$ cat config.mk
export PLATFORM = sky130hd
export DESIGN_NAME = half_and_bfloat_converter_flat
export DESIGN_NICKNAME = d
export VERILOG_FILES = /design/src/sv/hbc_pkg.sv /design/src/sv/hbc_stream_if.sv /design/src/sv/hbc_convert.sv /design/src/sv/half_and_bfloat_converter.sv /design/src/flat_wrapper.sv
export SDC_FILE = /design/constraint.sdc
export NUM_CORES = 1
export LEC_CHECK = 0
export BUFFER_PORTS_ARGS = -buffer_cell sky130_fd_sc_hd__buf_2
export CORE_UTILIZATION = 50
export DETAILED_ROUTE_END_ITERATION = 10
export PLACE_DENSITY_LB_ADDON = 0.2
export SLEW_MARGIN = 10
export SYNTH_ARGS = -nofsm -noshare
export SYNTH_HDL_FRONTEND = slang
export SYNTH_SLANG_ARGS = --single-unit
$ cat constraint.sdc
create_clock -name clk -period 3.6 [get_ports clk]
set_input_delay 0.18 -clock clk [delete_from_list [all_inputs] [get_ports clk]]
set_output_delay 0.18 -clock clk [all_outputs]
set_load 0.005 [all_outputs]
$ cat src/sv/hbc_pkg.sv
`default_nettype none
package hbc_pkg;

    typedef enum logic [1:0] {
        OP_H2S = 2'd0,
        OP_S2H = 2'd1,
        OP_B2S = 2'd2,
        OP_S2B = 2'd3
    } op_t;

    typedef struct packed {
        logic [1:0]  op;
        logic [31:0] value;
    } in_item_t;

    typedef struct packed {
        logic [31:0] result;
    } out_item_t;

    function automatic logic [31:0] half_to_single(input logic [15:0] h);
        logic [31:0] sign;
        logic [4:0]  ex;
        logic [9:0]  frac;
        logic [3:0]  n;
        logic        found;
        logic [10:0] sh;
        logic [31:0] r;
        sign = {h[15], 31'd0};
        ex = h[14:10];
        frac = h[9:0];
        n = 4'd0;
        found = 1'b0;
        for (int i = 9; i >= 0; i--)
        begin
            if (!found && frac[i])
            begin
                found = 1'b1;
                n = 4'(10 - i);
            end
        end
        sh = {1'b0, frac} << n;
        if (ex == 5'h1F)
            r = sign | 32'h7F80_0000 | {9'd0, frac, 13'd0};
        else if (ex == 5'd0)
        begin
            if (frac == 10'd0)
                r = sign;
            else
                r = sign | {1'b0, 8'(8'd113 - {4'd0, n}), sh[9:0], 13'd0};
        end
        else
            r = sign | {1'b0, 8'({3'd0, ex} + 8'd112), frac, 13'd0};
        return r;
    endfunction

    function automatic logic [15:0] single_to_half(input logic [31:0] f);
        logic [15:0] sign;
        logic [7:0]  e;
        logic [23:0] m;
        logic [4:0]  sh;
        logic [23:0] t;
        logic [23:0] fr;
        logic [4:0]  he;
        logic [15:0] r;
        sign = {f[31], 15'd0};
        e = f[30:23];
        m = {1'b1, f[22:0]};
        if (e <= 8'd113)
            sh = (e < 8'd89) ? 5'd24 : 5'(8'd113 - e);
        else
            sh = 5'd0;
        t = (m >> sh) + 24'h1000;
        fr = {1'b0, f[22:0]} + 24'h1000;
        he = 5'(e - 8'd112);
        if (e >= 8'd143)
            r = sign | 16'h7C00;
        else if (e <= 8'd112)
            r = sign | {5'd0, t[23:13]};
        else if (fr[23])
            r = sign | {1'b0, 5'(he + 5'd1), 10'd0};
        else
            r = sign | {1'b0, he, fr[22:13]};
        return r;
    endfunction

endpackage
`default_nettype wire

$ cat src/sv/hbc_stream_if.sv
`default_nettype none
interface hbc_stream_if #(parameter int W = 32);
    logic         valid;
    logic         ready;
    logic [W-1:0] data;
    modport source (output valid, output data, input ready);
    modport sink (input valid, input data, output ready);
endinterface
`default_nettype wire

$ cat src/sv/hbc_convert.sv
`default_nettype none
module hbc_convert (
    input  wire hbc_pkg::in_item_t  item,
    output hbc_pkg::out_item_t      res
);
    logic [31:0] s2b;

    always_comb
    begin
        s2b = item.value + 32'h7FFF + {31'd0, item.value[16]};
        case (hbc_pkg::op_t'(item.op))
            hbc_pkg::OP_H2S: res.result = hbc_pkg::half_to_single(item.value[15:0]);
            hbc_pkg::OP_S2H: res.result = {16'd0, hbc_pkg::single_to_half(item.value)};
            hbc_pkg::OP_B2S: res.result = {item.value[15:0], 16'd0};
            hbc_pkg::OP_S2B: res.result = {16'd0, s2b[31:16]};
            default:         res.result = 32'd0;
        endcase
    end
endmodule
`default_nettype wire

$ cat src/sv/half_and_bfloat_converter.sv
// channel  dir  payload
// in       in   op[1:0], value[31:0]
// out      out  result[31:0]
// The result register is loaded from the input register through the converter;
// one transfer per cycle while the sink does not stall. The input register is the
// only conversion stage; the result register holds while the sink stalls, and the
// input side accepts whenever it can advance. Reset clears both valid flags.
`default_nettype none
module half_and_bfloat_converter (
    input wire clk,
    input wire rst_n,
    hbc_stream_if.sink   in,
    hbc_stream_if.source out
);
    hbc_pkg::in_item_t  in_reg;
    logic               in_valid_reg;
    hbc_pkg::out_item_t conv;
    hbc_pkg::out_item_t out_reg;
    logic               out_valid_reg;
    logic               adv;

    assign adv = !out_valid_reg || out.ready;
    assign in.ready = !in_valid_reg || adv;
    assign out.valid = out_valid_reg;
    assign out.data = out_reg.result;

    hbc_convert u_conv (
        .item (in_reg),
        .res  (conv)
    );

    always_ff @(posedge clk or negedge rst_n)
    begin
        if (!rst_n)
        begin
            in_valid_reg  <= 1'b0;
            out_valid_reg <= 1'b0;
        end
        else
        begin
            if (adv)
                out_valid_reg <= in_valid_reg;
            if (in.ready)
                in_valid_reg <= in.valid;
        end
    end

    always_ff @(posedge clk)
    begin
        if (adv && in_valid_reg)
            out_reg <= conv;
        if (in.ready && in.valid)
        begin
            in_reg.op    <= in.data[33:32];
            in_reg.value <= in.data[31:0];
        end
    end
endmodule
`default_nettype wire

$ cat src/flat_wrapper.sv
// flat-port wrapper written by rule: the top's interface ports become plain ports
module half_and_bfloat_converter_flat 
  (clk, rst_n, in_valid, in_data, in_ready, out_valid, out_data, out_ready);
  hbc_stream_if #(.W(34)) in_i ();
  hbc_stream_if #(.W(32)) out_i ();
  input wire clk;
  input wire rst_n;
  input wire logic [$bits(in_i.valid)-1:0] in_valid;
  input wire logic [$bits(in_i.data)-1:0] in_data;
  output wire logic [$bits(in_i.ready)-1:0] in_ready;
  output wire logic [$bits(out_i.valid)-1:0] out_valid;
  output wire logic [$bits(out_i.data)-1:0] out_data;
  input wire logic [$bits(out_i.ready)-1:0] out_ready;
  assign in_i.valid = in_valid;
  assign in_i.data = in_data;
  assign in_ready = in_i.ready;
  assign out_valid = out_i.valid;
  assign out_data = out_i.data;
  assign out_i.ready = out_ready;
  half_and_bfloat_converter u_core (.clk(clk), .rst_n(rst_n), .in(in_i), .out(out_i));
endmodule
After elaboration in Yosys (flattened, before gate mapping) --
Index checks and enable logic that the tools add are counted.
Cells by class: $add $sub $neg 9, order comparisons 4, eq/ne operators 4, shift-type cells 2, muxes and demuxes 39, bitwise operators 6, reductions and logical operators 27
Operator list (number):
- 32-bit one-hot mux with 4 select lines | 1
- 32-bit two-way mux | 3
- 32-bit by 31-bit bitwise OR with 32-bit output | 2
- 16-bit two-way mux | 3
- 4-bit two-way mux | 9
- 32-bit by 1-bit adder with 32-bit output | 1
- 32-bit by 15-bit adder with 32-bit output (second input constant) | 1
- 16-bit by 15-bit bitwise OR with 16-bit output | 2
- 32-bit by 23-bit bitwise OR with 32-bit output | 1
- 23-bit by 13-bit adder with 24-bit output (second input constant) | 1
- 24-bit by 13-bit adder with 24-bit output (second input constant) | 1
- 24-bit by 5-bit >> shifter with 24-bit output | 1
- 1-bit two-way mux | 19
- 8-bit by 7-bit <= comparator with 1-bit output (second input constant) | 2
- 16-bit by 11-bit bitwise OR with 16-bit output | 1
- 5-bit two-way mux | 3
- 1-bit logical AND | 11
- 1-bit zero test | 11
- 10-bit zero test | 1
- 10-bit by 4-bit left shift with 10-bit output | 1
- 5-bit by 7-bit adder with 8-bit output (second input constant) | 1
- 8-bit >= comparator (second input constant) | 1
- 8-bit by 7-bit < comparator with 1-bit output (second input constant) | 1
- 7-bit by 4-bit subtractor with 8-bit output (first input constant) | 1
- other kinds (10) | 12
Storage, ports and cells: register bits 68, bits of input ports 38

Logic depth before layout (Yosys ltp) --
Gate-level depths: netlist of the first run.
word-level depth 44, mapped depth 16, mapped depth without buffers 13

By module --
Synthesis of the first run repeated with hierarchy kept, for this count alone.
Second synthesis, totals: cell total of the unflattened synthesis 521, area, all modules 4909.7 um2
By module, submodules not included:
- hbc_convert | times used 1, cells an instance 447, area each 2824.0 um2, seq. area each 0.0 um2
- half_and_bfloat_converter | times used 1, cells an instance 74, area each 2085.8 um2, seq. area each 2031.9 um2

Least setup slack after synthesis of the first run --
OpenSTA, ideal clock, no wires.
path kind register to register, start point register u_core.in_reg[23] (netlist name), end point register u_core.out_reg, in the netlist u_core.out.data[9], data pin, library setup time 0.261 ns, data arrival time 3.212 ns, path slack 0.128 ns, cell stages (with the launch flop) 16, clock period less this slack 3.472 ns, cell sequence edfxtp_1 -> buf_2 -> clkbuf_1 -> inv_1 -> ha_1 -> nor2_1 -> o31ai_2 -> buf_6 -> nand4_1 -> o31a_2 -> a22oi_1 -> ha_1 -> inv_1 -> nor4_1 -> xnor2_1 -> o31ai_1
RTL lines:
- start, declared | RTL line half_and_bfloat_converter.sv:15 | hbc_pkg::in_item_t in_reg;
- end signal, assigned | RTL line half_and_bfloat_converter.sv:51 | out_reg <= conv;
- end, declared | RTL line half_and_bfloat_converter.sv:18 | hbc_pkg::out_item_t out_reg;

==> summary.md, run 1 <==
| Metric | Value |
|---|---|
| Post-route insts no fill | 776 |
| Chip Width | around 100 um |
| Total core area | roughly 0.0099 sq mm |
| HP Class | in2reg |
| Max clock buf depth | 2 |
| Area fraction of the dominant cell type after synthesis | 0.384 |
| Post-CTS Setup Inserts | 0 |
| RSZ-0062 raised after global routing | false |
| Syn nets | around 600 |
| Layout cells sized above 1 | 0.218 |
| Final setup viols | 0 |
| Initial antenna violation count | 0 |
| Reg2reg path depth | 10 |
| Via count | 4,727 |
| Hold worst-path end | u_core.in_valid_reg |
| DRC | 0 |
| DR vias/cell | 6.09 |
| Placed Cells | slightly above 700 |
| Initial Utilization | 0.521 |
| CTS clock-pin slew for the worst setup and hold paths | about 0.080 ns |
| Clock Sinks | 68 |
| Power Internal | around 1.5 mW |
| Reg-to-reg slack, setup | between 0.2 and 0.3 ns |
| Critical Path Sink Type | flop |
| Fin Hold WS | between 0.015 and 0.02 ns |
| Net Sw Frac | 0.323 |
| # IOs | 72 |
| Number of flip-flops in the largest register | 34 |
| Worst EP required | around 3.8 ns |
| Net Sw Power | slightly above 700 uW |
| Sequential power share | 0.458 |
| Sequential element share of the synthesized area | 0.394 |
| Cell Area, Synth | between 0.005 and 0.006 sq mm |
| Initial DRC Count | 431 |
| Combinational fraction of design power | 0.244 |
| PostCTS Resize Cnt | 0 |
| Final hold vios | 0 |
| Number of flops mapped to enable cells by yosys | between 60 and 70 |
| Crit Path Class | reg2reg |
| Synth warn | 0 |
| Hold Crit Depth | 2 |
| Setup Skew | between 0.015 and 0.02 ns |
| Site row count | 36 |
| Die area | between 0.01 and 0.015 sq mm |
| Area post-placement | approximately 0.0056 sq mm |
| N_diodes | 0 |
| Max-Slew Margin vs Limit | 0.396 |
| Post-synth top cells | edfxtp_1, nand2_1, nor2_1 |
| Clock power share | 0.298 |
| Leak | between 2 and 2.5 nW |
| Number of global-route vias before repair | approximately 4.5k |
| Synth area leaders | edfxtp_1, xnor2_1, nand2_1 |
| Setup WS post-layout | about 0.28 ns |
| Htree depth | 3 |
| CTS tree | built |
| Die Ht | 104 um |
| Mapped Cells | ~540 |
| Fillcell total | ~900 |
| Later-pin clock latency in the skew report | roughly 0.37 ns |
| Layout Nets | 685 |
| Total global-route track usage | 0.290 |
| Post-synth ARST share | 0.0294 |
| Fin crit period | roughly 3.3 ns |
| PwrDens | 361 mW/mm^2 |
| Max IR drop VDD | between 0.0002 and 0.0003 V |
| Total CTS buffers | 9 |
| Pre-CTS setup slack | approximately 0.32 ns |
| Avg Inst Size Synth | about 9.5 sq um |
| Largest net degree at the start of global routing | 33 |
| Avg WL per Cell | 19.6 um |
| Clock Root Buffer | clkbuf_8 |
| HP Start | in_valid |
| #FFs+latches synth | between 60 and 70 |
| Gr ovfl total | 0 |
| Worst Path Arrival | approximately 3.5 ns |
| Yosys cell types | 77 |
| HPWL Detailed | ~11,000 um |
| Reg-to-Reg End | u_core.out.data[9] |
| Final WL | 15,200 um |
| Yosys top cell by area | edfxtp_1 |
| Synth Flop Type | edfxtp_1 |
| Area Overhead vs Synth | 19.0% |
| Setup TNS | 0 ns |
| Area of the multi-input gates | between 0.002 and 0.003 sq mm |
| Maximum clock rate | roughly 300 MHz |
| Final Wtd Congestion | between 0.9 and 1 |
| Slew of the pin with the lowest slew margin | 0.907 ns |
| Final Cycle Share | 0.923 |
| Final Max Tran Viols | 0 |
| Result of the run | finished clean |
| Most numerous cell in the Yosys netlist | edfxtp_1 |
| Reg2reg start | u_core.in_reg[24] |
| Crit-path max FO | 11 |
| Finished Cell Area | slightly above 0.006 sq mm |
| Drt pass-1 iters | 5 |
| I/O Buffers | between 70 and 80 |
| Max_cap viols | 0 |
| Critical path startpoint category | flop |
| Reg area | between 0.002 and 0.0025 sq mm |
| Post-DRT Antenna Nets | 0 |
| First-pass GRT wire length | ~24,000 um |
## worst max path at each step
| stage | from | to | slack (ns) | cells past startpoint |
|---|---|---|---|---|
| floorplan | u_core.in_reg[23] | u_core.out.data[9] | 0.13 | 15 |
| finish | u_core.in_reg[24] | u_core.out.data[9] | 0.28 | 10 |
| CTS | u_core.in_reg[24] | u_core.out.data[9] | 0.31 | 12 |
| global route | u_core.in_reg[24] | u_core.out.data[9] | 0.07 | 12 |
| global placement | u_core.in_reg[24] | u_core.out.data[5] | 0.39 | 10 |
| detailed placement | u_core.in_reg[24] | u_core.out.data[9] | 0.32 | 12 |
## worst max-delay path, cell delays in order, from the launching register on
cell and delay (ns):
edfxtp_1 0.39, inv_1 0.15, ha_1 0.26, nor2_1 0.10, o31a_4 0.37, a2111oi_0 0.67
o221ai_1 0.41, nand4_1 0.29, nor4_1 0.09, xnor2_1 0.13, o31ai_1 0.25
## repair_timing
action,in CTS,in global routing
hold buffers,31,2
setup endpoints to repair,0,0
endpoints found under the hold margin,32,2
## per-stage QoR
step           utilization  power, mW
6_report             0.620       2.22
4_1_cts              0.618       2.20
3_3_place_gp         0.566       1.53
3_5_place_dp         0.566       1.53
2_1_floorplan            -       1.36
5_1_grt              0.620       2.30
## power by group through the flow
stage / clock network (mW) / logic, mW / registers (mW)
final: 0.659 / 0.541 / 1.02
after global routing: 0.690 / 0.587 / 1.02
after CTS: 0.659 / 0.529 / 1.01
after detailed placement: 0 / 0.502 / 1.03
after global placement: 0 / 0.503 / 1.03
after floorplan: 0 / 0.366 / 0.995
## metal layers
metal / global-route usage / routed length [um] / vias up
met1: 0.409 / 6790 / 2181
met3: 0.0768 / 1500 / 33
met4: 0.106 / 358 / 0
met2: 0.427 / 6560 / 257
li1: - / - / 2256
met5: 0 / 0 / -
## cells by family after synthesis
kind of cell	Yosys count	synth area share
compound gates	161	0.233
xor+xnor	33	0.0560
fa+ha+maj	9	0.0218
buf+inv	61	0.0599
flops	68	0.394
mux	20	0.0448
simple gates	191	0.191
## layout make-up
| cell class | count | area share |
|---|---|---|
| Timing Repair Buffer | 126 | 0.139 |
| Inverter | 19 | 0.0116 |
| Sequential cell | 68 | 0.331 |
| Tap cell | 133 | 0.0271 |
| Clock buffer | 9 | 0.0202 |
| Clock inverter | 7 | 0.0122 |
| Multi-Input combinational cell | 414 | 0.459 |
## cells in the final DEF (no fill, tap or decap), types with 6 or more instances in the layout
master         instances
a211oi_1               8
a21oi_1               33
a31oi_1                8
and2_1                 6
and3_1                 6
buf_2                 71
buf_4                 22
clkbuf_8               9
dlygate4sd3_1         33
edfxtp_1              66
ha_1                   9
inv_1                 19
mux2i_1               13
nand2_1               47
nand2b_1               7
nand3_1               16
nand4_1                8
nor2_1                43
nor2b_1                6
nor3_1                15
nor4_1                10
o211ai_1               7
o21ai_0               30
o22a_1                 7
o31ai_1                8
xnor2_1               24
xor2_1                 9
Note: power is estimated with default switching activity, not from simulation.
==> inputs of run 2 (changes only) <==
Settings changed: CORE_ASPECT_RATIO set to 1.4, CORE_UTILIZATION 50 to 40, GPL_TIMING_DRIVEN set to 0.
==> summary.md, run 2 (synthesized netlist as in run 1, its figures left out) <==
| Metric | Value |
|---|---|
| Layout Utilization | 0.501 |
| Critical Path Source | u_core.in_reg[24] |
| Final Wtd Congestion | between 0.9 and 1 |
| Area post-placement | between 0.005 and 0.006 sq mm |
| Max clock buf depth | 2 |
| Largest net degree at the start of global routing | 35 |
| Die area | 0.0134 sq mm |
| Reg-to-Reg End | u_core.out.data[9] |
| HPWL Detailed | 13,000 um |
| Failing checks | design-rule violations |
| Most common cell after layout, fill and taps aside | buf_2 |
| Commonest non-fill, non-tap cells in the layout | buf_2, edfxtp_1, nand2_1 |
| PwrDens | about 410 mW/mm^2 |
| Slew of the pin with the lowest slew margin | 1.07 ns |
| First-pass GRT wire length | 25,800 um |
| Drt pass-1 iters | 8 |
| CTS clock-pin slew for the worst setup and hold paths | approximately 0.06 ns |
| Worst Path Arrival | 3.67 ns |
| CTS tree | built |
| Total core area | 0.0124 sq mm |
| Gr ovfl total | 0 |
| Total CTS buffers | 9 |
| Worst EP required | around 3.7 ns |
| Initial Utilization | 0.415 |
| Critical path startpoint category | flop |
| Final hold vios | 0 |
| Reg2reg start | u_core.in_reg[24] |
| Die Ht | about 140 um |
| Avg WL per Cell | roughly 21 um |
| Result of the run | finished with violations |
| Chip Width | between 90 and 100 um |
| Setup Skew | 0.00926 ns |
| Post-DRT Antenna Nets | 0 |
| # IOs | 72 |
| Number of flip-flops in the largest register | 34 |
| Finished Cell Area | just over 0.006 sq mm |
| Final setup viols | 0 |
| N_diodes | 0 |
| Initial antenna violation count | 0 |
| Maximum clock rate | roughly 280 MHz |
| Clock Sinks | between 60 and 70 |
| DR vias/cell | 6.12 |
| Crit-path max FO | 17 |
| Later-pin clock latency in the skew report | 0.34 ns |
| Initial DRC Count | 369 |
| Leak | roughly 2.3 nW |
| Total global-route track usage | 0.258 |
| Htree depth | 3 |
| HP Class | in2reg |
| I/O Buffers | 71 |
| Final WL | between 15,000 and 20,000 um |
| DRC | 6 |
| Max IR drop VDD | roughly 0.00022 V |
| Reg2reg path depth | 10 |
| Area Overhead vs Synth | 20.6% |
| Max-Slew Margin vs Limit | 0.278 |
| Final Cycle Share | 0.982 |
| RSZ-0062 raised after global routing | false |
| Layout cells sized above 1 | 0.252 |
| Worst Setup EP | u_core.out.data[9] |
| Clock Root Buffer | clkbuf_16 |
| Site row count | 48 |
| Critical Path Sink Type | flop |
| Reg-to-reg slack, setup | about 0.065 ns |
| Max_cap viols | 0 |
| Final Max Tran Viols | 0 |
| Via count | ~4.8k |
| Fin crit period | 3.54 ns |
| Number of global-route vias before repair | approximately 4.8k |
| Fillcell total | roughly 1.2k |
| Layout Nets | 676 |
| Crit Path Class | reg2reg |
[run 2: cell count changes in the layout (fill, tap and decap cells not counted), sizes merged]
cell         previous run  this run
buf                    93        92
bufinv                  1         2
clkbuf                  9        33
clkinv                  2         3
dlygate4sd3            33         1
inv                    21        19
[run 2: worst max-delay path, stage by stage, from the launching register on]
cell        delay (ns)
edfxtp_1          0.39
buf_6             0.20
clkinvlp_4        0.18
ha_1              0.24
xor2_1            0.45
o21ai_0           0.18
o31ai_1           0.63
nand4_1           0.37
nor4_4            0.32
xnor2_1           0.12
o31ai_2           0.26
[run 2: how the worst min path moves through the flow]
| stage | startpoint | to | slack, ns | cells after the start |
|---|---|---|---|---|
| global placement | rst_n | u_core.out.valid | -0.03 | 1 |
| detailed placement | rst_n | u_core.out.valid | -0.03 | 1 |
| finish | in_data[22] | u_core.in_reg[22] | 0.01 | 1 |
| CTS | in_data[22] | u_core.in_reg[22] | 0.004 | 1 |
| floorplan | rst_n | u_core.in_valid_reg | -0.12 | 0 |
| global route | in_data[32] | u_core.in_reg[32] | 0.004 | 1 |
[run 2: layer usage]
metal / routed length (um) / GRT usage / vias up
met3: 818 / 0.0437 / 76
li1: - / - / 2246
met4: 1160 / 0.195 / 0
met1: 6010 / 0.262 / 2250
met5: 0 / 0 / -
met2: 8710 / 0.473 / 225
[run 2: area by class of cell]
class	instances	area (sq um)	share of cell area
Timing Repair Buffer	78	410	0.0660
Inverter	19	77.6	0.0125
Clock buffer	9	225	0.0362
Clock inverter	7	98.8	0.0159
Tap cell	150	188	0.0302
Sequential cell	68	2030	0.327
Multi-Input combinational cell	414	2950	0.475
Buffer	39	238	0.0382
[run 2: where the power goes]
| part | switching [mW] | internal (mW) |
|---|---|---|
| Sequential | 0.0380 | 0.947 |
| Clock | 0.346 | 0.609 |
| Combinational | 0.365 | 0.225 |
| Total | 0.749 | 1.78 |
[run 2: timing repair]
| action | in CTS | in global routing |
|---|---|---|
| buffers inserted | 4 | 2 |
| hold endpoints to repair | 2 | 0 |
| gates resized for setup | 11 | 19 |
| pin swaps | 5 | 9 |
| hold buffers | 1 | 0 |
| setup endpoints to repair | 11 | 5 |
[run 2: stage by stage]
stage,power (mW),hold slack [ns],setup slack [ns],instances,TNS (ns)
global route,2.63,0.00372,0.0107,784,0
floorplan,1.36,-0.116,0.128,543,0
finish,2.53,0.0143,0.0647,784,0
CTS,2.52,0.00412,0.000238,782,0
global placement,1.55,-0.0345,-0.870,764,-4.98
detailed placement,1.55,-0.0317,-0.840,764,-5.06
==> inputs of run 3 (changes only) <==
Settings changed: ABC_AREA set to 1.
==> summary.md, run 3 <==
| Metric | Value |
|---|---|
| Met1 Routed Length | 5570 um |
| Total CTS buffers | 9 |
| Htree depth | 3 |
| Largest net degree at the start of global routing | 35 |
| CP Cell Sequence | inv_1 -> ha_1 -> a21oi_2 -> nand2_2 -> a21oi_4 -> nand2_4 -> buf_6 -> nand2_2 -> nand3_2 -> nand2_1 -> nand2_1 -> nand3_1 -> nand2_1 -> inv_1 -> ha_1 -> inv_1 -> nor2_2 -> nand2_4 -> nor2_4 -> nand2_1 -> nand2_1 -> nand3_1 -> nand2_1 -> nand2_1 |
| CTS clock-pin slew for the worst setup and hold paths | roughly 0.060 ns |
| Reg2reg path depth | 24 |
| Final Max Tran Viols | 0 |
| Setup Skew | around 0.008 ns |
| Cell Area, Synth | slightly below 0.005 sq mm |
| Critical path startpoint category | flop |
| Maximum clock rate | just over 300 MHz |
| #FFs+latches synth | a little under 70 |
| Post-synth ARST share | 0.0294 |
| Synth warn | 0 |
| HP Class | in2reg |
| Met3 wire length | roughly 560 um |
| Worst EP required | 3.69 ns |
| Slew of the pin with the lowest slew margin | 0.741 ns |
| Worst Setup EP | u_core.out.data[9] |
| Final setup viols | 0 |
| N_diodes | 0 |
| Reg2reg start | u_core.in_reg[23] |
| Setup TNS | 0 ns |
| Syn nets | slightly below 700 |
| Post-synth top cells | nand2_1, inv_1, nand3_1 |
| RSZ-0062 raised after global routing | false |
| Synth area leaders | edfxtp_1, nand2_1, nand3_1 |
| Clock Root Buffer | clkbuf_16 |
| Number of flops mapped to enable cells by yosys | 66 |
| Via count | roughly 4.7k |
| DRC | 0 |
| Gr ovfl total | 0 |
| # IOs | around 70 |
| Later-pin clock latency in the skew report | between 0.3 and 0.4 ns |
| Worst Path Arrival | ~3.4 ns |
| Clock Sinks | between 60 and 70 |
| Final WL | 14,700 um |
| Reg-to-reg slack, setup | between 0.3 and 0.4 ns |
| Layout Nets | 776 |
| Die area | ~0.013 sq mm |
| Yosys top cell by area | edfxtp_1 |
| CTS tree | built |
| Initial DRC Count | 250 |
| Avg Inst Size Synth | 7.74 sq um |
| Metal2 WL | around 7600 um |
| Result of the run | finished clean |
| Mapped Cells | 640 |
| Critical-path top delay cell | edfxtp_1 |
| Crit Path Class | reg2reg |
| Critical Path Sink Type | flop |
| Number of global-route vias before repair | between 4k and 5k |
| Final Cycle Share | 0.913 |
| Commonest non-fill, non-tap cells in the layout | nand2_1, inv_1, nand3_1 |
| Drt pass-1 iters | 5 |
| Worst Path Buf+Inv | 4 |
| Leak | roughly 2.6 nW |
| Synth Flop Type | edfxtp_1 |
| Fin crit period | between 3 and 4 ns |
| Final Wtd Congestion | between 0.9 and 1 |
| Sequential element share of the synthesized area | 0.410 |
| Most common cell after layout, fill and taps aside | nand2_1 |
| PwrDens | 438 mW/mm^2 |
| Post-DRT Antenna Nets | 0 |
| Crit path max-delay family | simple AND/OR/NAND/NOR gates |
| Number of flip-flops in the largest register | 34 |
| Max-Slew Margin vs Limit | 0.506 |
| Site row count | 47 |
| Critical path depth | 24 |
| PostCTS Resize Cnt | 0 |
| Area fraction of the dominant cell type after synthesis | 0.400 |
| First-pass GRT wire length | roughly 23,000 um |
| DR vias/cell | about 5.3 |
| Reg-to-Reg End | u_core.out.data[9] |
| Layout Utilization | 0.493 |
| Top sig layer | met4 |
| Total core area | between 0.01 and 0.015 sq mm |
| Yosys cell types | 44 |
| Initial antenna violation count | 0 |
| CP max stage delay | approximately 0.45 ns |
| Crit-path max FO | 10 |
| Crit-path most repeated cell | nand2_1 |
| Layout cells sized above 1 | 0.211 |
| Final hold vios | 0 |
| Fillcell total | 1,180 |
| Avg WL per Cell | 16.7 um |
| Max_cap viols | 0 |
| Critical Path Source | u_core.in_reg[23] |
| Chip Width | 96.0 um |
| Die Ht | about 130 um |
| I/O Buffers | between 70 and 80 |
| Initial Utilization | 0.415 |
| HPWL Detailed | roughly 12,000 um |
| Total global-route track usage | 0.244 |
| Max IR drop VDD | 0.000264 V |
| Area Overhead vs Synth | 18.9% |
| Most numerous cell in the Yosys netlist | nand2_1 |
| Max clock buf depth | 2 |
[run 3: cell types whose count changed after synthesis, sizes merged, moves of 9 or more]
cell,before,now
o31ai,10,1
xnor2,24,0
o21ai,30,65
mux2i,13,0
nand2,47,166
a211oi,11,0
nor2,43,58
clkbuf,26,6
nand3,16,86
nor4,10,1
inv,19,89
[run 3: metrics by stage]
step	worst slack (ns)	cell area (sq um)	total power [mW]	cells	hold slack [ns]
after floorplan	0.710	4950	1.42	640	-0.116
after global placement	0.280	5490	1.62	858	-0.0355
after detailed placement	0.193	5520	1.63	859	-0.0332
after CTS	0.189	5850	2.59	876	0.00220
after global routing	0.0774	5890	2.71	881	0.00139
final	0.315	5890	2.58	881	0.0112
[run 3: layout make-up]
type | count | area, sq um | area share
sequential | 68 | 2030 | 0.345
clock inverter | 6 | 88.8 | 0.0151
inverter | 90 | 343 | 0.0582
clock buffer | 10 | 229 | 0.0389
multi-input combinational | 467 | 2480 | 0.421
buffer | 15 | 108 | 0.0183
timing repair buffer | 78 | 423 | 0.0718
tap | 147 | 184 | 0.0312
[run 3: how the worst min path moves through the flow]
stage | cells past startpoint | startpoint | end
6_report | 1 | in_data[17] | u_core.in_reg[17]
5_1_grt | 1 | in_data[16] | u_core.in_reg[16]
4_1_cts | 1 | in_data[17] | u_core.in_reg[17]
3_5_place_dp | 1 | rst_n | u_core.out.valid
3_3_place_gp | 1 | rst_n | u_core.out.valid
2_1_floorplan | 0 | rst_n | u_core.in_valid_reg
[run 3: cell families (layout without fill, tap and decap cells)]
logic type | Yosys count | after routing | synth area share
compound gates | 118 | 118 | 0.136
xor+xnor | 7 | 7 | 0.0124
fa+ha+maj | 9 | 9 | 0.0227
buf+inv | 105 | 199 | 0.0910
flops | 68 | 68 | 0.410
simple gates | 333 | 333 | 0.328
[run 3: metal layers]
layer	global-route usage	vias to the layer above
met5	0	-
met4	0.183	0
met3	0.0371	56
met2	0.420	164
met1	0.263	2098
li1	-	2355
[run 3: what timing repair did]
action | CTS | global route
setup buffers | 0 | 5
hold endpoints to repair | 2 | 0
endpoints found under the setup margin | 0 | 4
hold buffers | 1 | 0
[run 3: power breakdown]
part           switching (mW)  total, mW  internal (mW)  leakage (nW)
Combinational           0.407      0.611          0.204          1.76
Clock                   0.351      0.958          0.607         0.149
Sequential             0.0449       1.01          0.966         0.664
Total                   0.803       2.58           1.78          2.57
